File: config.mk
export PLATFORM = sky130hd
export DESIGN_NAME = fvs_dot
export DESIGN_NICKNAME = d
export VERILOG_FILES = /design/src/rtl/fvs_pkg.sv /design/src/rtl/fvs_dot.sv
export SDC_FILE = /design/constraint.sdc
export NUM_CORES = 2
export LEC_CHECK = 0
export BUFFER_PORTS_ARGS = -buffer_cell sky130_fd_sc_hd__clkbuf_2
export CORE_AREA = 8 8 240 415
export DETAILED_ROUTE_END_ITERATION = 16
export DIE_AREA = 0 0 248 423
export PLACE_DENSITY = 0.62
export SLEW_MARGIN = 30
export SYNTH_ARGS = -nofsm -noshare
export SYNTH_HDL_FRONTEND = slang
export SYNTH_SLANG_ARGS = --single-unit
export TNS_END_PERCENT = 100
File: constraint.sdc
create_clock -name aclk -period 10.3 [get_ports aclk]
set_clock_uncertainty 0.05 [all_clocks]
set_input_delay 2.06 -clock aclk [delete_from_list [all_inputs] [get_ports aclk]]
set_output_delay 2.06 -clock aclk [all_outputs]
set_load 0.1 [all_outputs]
File: src/rtl/fvs_pkg.sv
// types, codes and shared arithmetic for the factor vector sgd block
package fvs_pkg;

    // item kinds
    localparam logic KIND_TRAIN = 1'b0;
    localparam logic KIND_READ  = 1'b1;

    // id field range
    localparam int ID_RANGE = 2048;

    // configuration register indexes
    localparam int CFG_IDX_W  = 2;
    localparam int CFG_DATA_W = 16;
    localparam logic [CFG_IDX_W-1:0] CFG_ACTIVE_FEATURE = 2'd0;
    localparam logic [CFG_IDX_W-1:0] CFG_LEARN_RATE     = 2'd1;
    localparam logic [CFG_IDX_W-1:0] CFG_REGULARIZATION = 2'd2;

    // register reset values
    localparam logic [3:0]  ACTIVE_FEATURE_RESET = 4'd0;
    localparam logic [15:0] LEARN_RATE_RESET     = 16'd655;
    localparam logic [15:0] REGULARIZATION_RESET = 16'd66;

    // table reset value, 0.1 in Q16.16
    localparam logic signed [31:0] INIT_VALUE = 32'sd6554;

    // update pipeline tags
    localparam logic TAG_A = 1'b0;
    localparam logic TAG_B = 1'b1;

    typedef struct packed {
        logic               kind;
        logic [10:0]        first_id;
        logic [10:0]        second_id;
        logic signed [31:0] target;
        logic [3:0]         element;
    } in_t;

    typedef struct packed {
        logic signed [31:0] predicted;
        logic signed [31:0] error_value;
        logic signed [31:0] read_value;
        logic               saturated;
    } out_t;

    typedef struct packed {
        logic clear;
        logic valid;
    } dot_ctl_t;

    typedef struct packed {
        logic               valid;
        logic               tag;
        logic signed [31:0] err;
        logic signed [31:0] self_val;
        logic signed [31:0] other_val;
    } upd_req_t;

    typedef struct packed {
        logic               valid;
        logic               tag;
        logic signed [49:0] delta;
    } upd_rsp_t;

    // round frac 32 to frac 16: floor((x + 2^15) / 2^16)
    function automatic logic signed [49:0] round16(input logic signed [65:0] x);
        logic signed [65:0] t;
        t = x + 66'sd32768;
        return t[65:16];
    endfunction

endpackage

File: src/rtl/fvs_dot.sv
// dot product unit: multiply, round and accumulate one element pair a cycle
module fvs_dot import fvs_pkg::*; #(
    parameter int ACC_W = 54
) (
    input  logic                    aclk,
    input  logic                    aresetn,
    input  dot_ctl_t                ctl,
    input  logic signed [31:0]      elem_a,
    input  logic signed [31:0]      elem_b,
    output logic signed [ACC_W-1:0] acc,
    output logic                    busy
);

    logic signed [63:0]      prod_reg;
    logic signed [63:0]      prod_next;
    logic                    prod_v_reg;
    logic signed [ACC_W-1:0] acc_reg;
    logic signed [ACC_W-1:0] acc_next;
    logic signed [49:0]      prod_rnd;

    // product, rounding and accumulation
    always_comb begin
        prod_next = elem_a * elem_b;
        prod_rnd  = round16(66'(prod_reg));
        acc_next  = acc_reg;
        if (ctl.clear) begin
            acc_next = '0;
        end else if (prod_v_reg) begin
            acc_next = acc_reg + ACC_W'(prod_rnd);
        end
    end

    // stage valid
    always_ff @(posedge aclk) begin
        if (!aresetn) begin
            prod_v_reg <= 1'b0;
        end else begin
            prod_v_reg <= ctl.valid;
        end
    end

    // datapath registers
    always_ff @(posedge aclk) begin
        prod_reg <= prod_next;
        acc_reg  <= acc_next;
    end

    assign acc  = acc_reg;
    assign busy = ctl.valid | prod_v_reg;

endmodule

Word level (Yosys, flattened, before mapping)
Cells that the tools add are included.

Word-level logic and storage cells: 7. Flip-flop bits (word level): 119. Output and inout port bits: 55. Bits of input ports: 68.

Bitwise logic cells: 1. $add $sub $neg: 2. Multipliers: 1.

Operators with widths (count): $add A64 B17 Y65 const B (1); $mul A32 B32 Y64 (1); $add A54 B49 Y54 (1); $or A1 B1 Y1 (1).

Logic depth before layout (Yosys ltp)
Depth in word-level cells: 2. Gate-level depth with buffers: 30. Mapped depth without buffers: 28.

Worst setup path before layout
Ideal clock, no wire load.

Path kind: input to register. Start point: input port elem_b[2]. End point: register prod_reg[63]. Stages: 28. Library setup time: 0.121 ns. Path buffers: 1. Required time: 10.129 ns. Path slack: 0.892 ns. Arrival: 9.238 ns. Cell sequence: clkbuf_1 -> nand2_1 -> inv_1 -> fa_1 -> inv_1 -> fa_1 -> inv_1 -> fa_1 -> fa_1 -> inv_1 -> fa_1 -> inv_1 -> fa_1 -> inv_1 -> fa_1 -> inv_1 -> fa_1 -> ha_1 -> a21o_1 -> a21o_1 -> a21o_1 -> a21oi_1 -> nor2b_1 -> o21ai_0 -> o211ai_1 -> a21oi_1 -> o21bai_1 -> xnor2_1.

Longest elaborated chain between the ends: 1.

Ends and longest elaborated chain: from (decl) (line fvs_dot.sv:9) `input logic signed [31:0] elem_b,`; $mul A32 B32 Y64 (line fvs_dot.sv:23) `prod_next = elem_a * elem_b;`; via prod_next[63] (line fvs_dot.sv:15) `logic signed [63:0] prod_next;`; to (signal assigned) (line fvs_dot.sv:44) `prod_reg <= prod_next;`; to (decl) (line fvs_dot.sv:14) `logic signed [63:0] prod_reg;`.

The timed path passes the listed nets, and every way through them passes these cells. A chain may end at the register's enable or synchronous reset.

Worst setup path in the final report
Start point: input port elem_a[9]. End point: register prod_reg[60].

Longest elaborated chain between the ends: 1.

Ends and longest elaborated chain: from (decl) (line fvs_dot.sv:8) `input logic signed [31:0] elem_a,`; $mul A32 B32 Y64 (line fvs_dot.sv:23); via prod_next[60] (line fvs_dot.sv:15).

The timed path passes the listed nets, and every way through them passes these cells.

==> key figures <==
Critical path
  • Kind of critical path: primary input to register
  • Worst reg-to-reg path cell count: 20
  • Worst endpoint required time: approximately 11 ns
  • Max FO, Critical Path: 25
  • FF-to-FF Start: prod_reg[15]$_DFF_P_
  • Internal reg-to-reg setup slack: about 4.8 ns
  • Crit path DAT: slightly above 10 ns
  • Worst reg2reg endpoint: acc[46]$_SDFFE_PP0P_
  • Worst setup EP type: register
  • CP Launch Type: primary input

Timing
  • Slew Viols, Final: 0
  • Period minus WS final: a little under 10 ns
  • Final period util: 0.964
  • Final Hold Viols: 0
  • Final setup vio count: 0
  • Slew headroom: 0.391
  • Setup TNS: 0 ns
  • F_max: between 100 and 150 MHz
  • RSZ-0062 raised after global routing: false
  • Final setup margin: approximately 0.37 ns
  • Slew @ Worst Pin: just over 0.9 ns

Clock network
  • Max Root-Sink Buffers: 2
  • CTS tree: yes
  • Clock slew at reported path FFs: about 0.080 ns
  • H-tree depth: 3
  • Hold_buf cts: 0
  • Total CTS buffers: 9
  • CTS Sinks: roughly 100
  • Root Driver: clkbuf_16
  • Clock latency at the later pin of the worst-skew pair: around 0.40 ns
  • Post-cts resize count: 0
  • Setup Buffers After CTS: 0

Floorplan
  • Core Rows: 149
  • Die area: roughly 100,000 sq um
  • Initial core utilization: 0.446
  • Die X: approximately 250 um
  • Ports: roughly 120
  • Core footprint: approximately 94,000 sq um
  • Die height: between 400 and 500 um

Drt
  • Via count: 31.2k
  • Routed WL: around 130,000 um
  • Vias per cell: around 5.4
  • Pre-antenna DRT Iters: 6
  • # DRC: 0
  • Initial DRC Count: around 1.6k
  • Antenna-violating nets left: 0
  • Routed WL per cell: ~23 um

Yosys
  • Synth Flop Type: dfxtp_1
  • Synth Cell Area: around 42,000 sq um
  • Post-synth ARST share: 0
  • Simple-Gate Fraction of Synth Area: 0.163
  • Mux cell area share after synthesis: 0.00646
  • Compound-Gate Fraction of Synth Area: 0.0500
  • Post-synthesis sequential area ratio: 0.0498
  • Number of synthesized flops with an enable pin: 0
  • Post-synthesis xor/xnor area fraction: 0.0320
  • #FFs+latches synth: ~100
  • Yosys cell types: just under 70
  • Synthesized net count: 5,919
  • Largest family of logic cells by synthesized area: adder cells
  • Syn Area/Cell: 9.22 sq um
  • Cells after synthesis: roughly 4.5k
  • Yosys warning total: 0
  • Adder-cell share of the synthesized area: 0.588

GRT
  • Pin count of the biggest net entering global routing: 57
  • Initial antenna violation count: 4
  • First-pass GRT wire length: just over 200,000 um
  • Vias in the first global route: about 35k
  • Grt total ovfl: 0
  • GRT Util Overall: 0.261

Outcome
  • Status: finished, final reports clean

Cells and area
  • # nets final: ~6.0k
  • Layout cell share with drive strength beyond 1: 0.0641
  • Final core occ: 0.476
  • Area grow syn2layout: 6.77%
  • Max FFs per register: between 50 and 60
  • # fillers: 9,044

Flow run
  • Max Cap Viol: 0

Hold path
  • Hold path depth: 2
  • Worst Hold Launch: acc[52]$_SDFFE_PP0P_
  • WHS Endpoint: acc[52]$_SDFFE_PP0P_
  • Hold crit path type: register to register

Place
  • RD Place Congestion: approximately 0.92
  • Buffers on Ports: between 100 and 150
  • Pre-CTS setup slack: approximately 0.088 ns
  • Hpwl dp: roughly 110,000 um
metrics by stage:
stage | hold slack [ns] | cell area, sq um | cells
2_1_floorplan | 0.578 | 41800 | 4535
3_3_place_gp | 0.412 | 44300 | 5778
3_5_place_dp | 0.413 | 44300 | 5778
4_1_cts | 0.425 | 44600 | 5794
5_1_grt | 0.434 | 44600 | 5795
6_report | 0.420 | 44600 | 5799
synth_stat cells, types with 19 or more instances:
library cell / count / area (sq um)
nand3_1: 36 / 180
ha_1: 234 / 2930
and2_1: 499 / 3120
xor2_1: 52 / 455
fa_1: 1082 / 21700
nand4_1: 28 / 175
nor3_1: 19 / 95.1
o21ai_0: 48 / 240
xnor2_1: 101 / 885
a21o_1: 48 / 360
inv_1: 1000 / 3750
dfxtp_1: 104 / 2080
nor2_1: 131 / 492
clkbuf_1: 219 / 822
o21ai_1: 21 / 105
nand2_1: 596 / 2240
a21oi_1: 94 / 470
mux2i_1: 27 / 270
metal layers:
layer,share of wire,up-vias,global-route usage,wire length [um]
li1,-,13400,-,-
met1,0.33,16300,0.267,44000
met2,0.54,1074,0.491,72400
met3,0.047,427,0.0297,6250
met4,0.079,0,0.175,10500
met5,0,-,0,0
cell usage in the layout, fill, tap and decap left out, types with 13 or more instances in the layout:
| cell type | Yosys | final |
|---|---|---|
| nand4_1 | 28 | 28 |
| buf_4 | 1 | 121 |
| and2_1 | 499 | 499 |
| o21ai_1 | 21 | 21 |
| nand2b_1 | 18 | 18 |
| nor3_1 | 19 | 19 |
| o21ai_0 | 48 | 48 |
| xnor2_1 | 101 | 101 |
| a21o_1 | 48 | 48 |
| dfxtp_1 | 104 | 103 |
| buf_12 | 0 | 17 |
| nor2_1 | 131 | 131 |
| inv_1 | 1000 | 1000 |
| nand2_1 | 596 | 596 |
| a21oi_1 | 94 | 94 |
| and3_1 | 17 | 17 |
| nand3_1 | 36 | 36 |
| clkbuf_2 | 0 | 122 |
| o21bai_1 | 16 | 16 |
| mux2i_1 | 27 | 27 |
| a31oi_1 | 13 | 13 |
| fa_1 | 1082 | 1082 |
| xor2_1 | 52 | 52 |
| ha_1 | 234 | 234 |
| a211oi_1 | 16 | 16 |
cells by family (layout without fill, tap and decap cells):
family                     Yosys count  count (layout)
DFF                                104             104
xor gates and xnor gates           153             153
adders and majority gates         1316            1316
AOI/OAI and AO/OA                  323             323
muxes                               27              27
buffers and inverters             1226            1277
other                                0               5
and+or+nand+nor                   1386            1386
critical path, cell delays in order:
cell      delay, ns
clkbuf_2       0.57
nand2_1        0.16
fa_1           0.60
fa_1           0.56
inv_1          0.05
fa_1           0.50
inv_1          0.06
fa_1           0.59
inv_1          0.07
fa_1           0.50
fa_1           0.45
fa_1           0.51
fa_1           0.42
ha_1           0.36
a21oi_1        0.33
o221ai_1       0.18
a221oi_1       0.27
buf_4          0.18
o221a_2        0.18
o21ai_1        0.08
buf_4          0.20
a211oi_2       0.50
a31oi_1        0.25
nor4_1         0.29
a31oi_1        0.07
o211ai_1       0.15
worst max-delay path by stage:
stage | cells past startpoint | slack (ns) | endpoint | from
floorplan | 28 | 0.89 | prod_reg[63]$_DFF_P_ | elem_b[2]
global placement | 26 | 0.14 | prod_reg[63]$_DFF_P_ | elem_a[9]
detailed placement | 26 | 0.09 | prod_reg[63]$_DFF_P_ | elem_a[9]
CTS | 26 | 0.51 | prod_reg[60]$_DFF_P_ | elem_a[9]
global route | 26 | 0.08 | prod_reg[60]$_DFF_P_ | elem_a[9]
finish | 26 | 0.37 | prod_reg[60]$_DFF_P_ | elem_a[9]
cell type report:
class	count	area, sq um	area share
Antenna cell	5	12.5	0.000280
Clock buffer	9	225	0.00504
Clock inverter	7	71.3	0.00160
Inverter	1001	3760	0.0842
Multi-Input combinational cell	3205	35100	0.787
Sequential cell	104	2080	0.0467
Tap cell	1208	1510	0.0339
Timing Repair Buffer	260	1860	0.0416
Power is left out: the tool's default activity adds up to more than one toggle a clock period on the data nets, which glitch-free logic cannot reach.
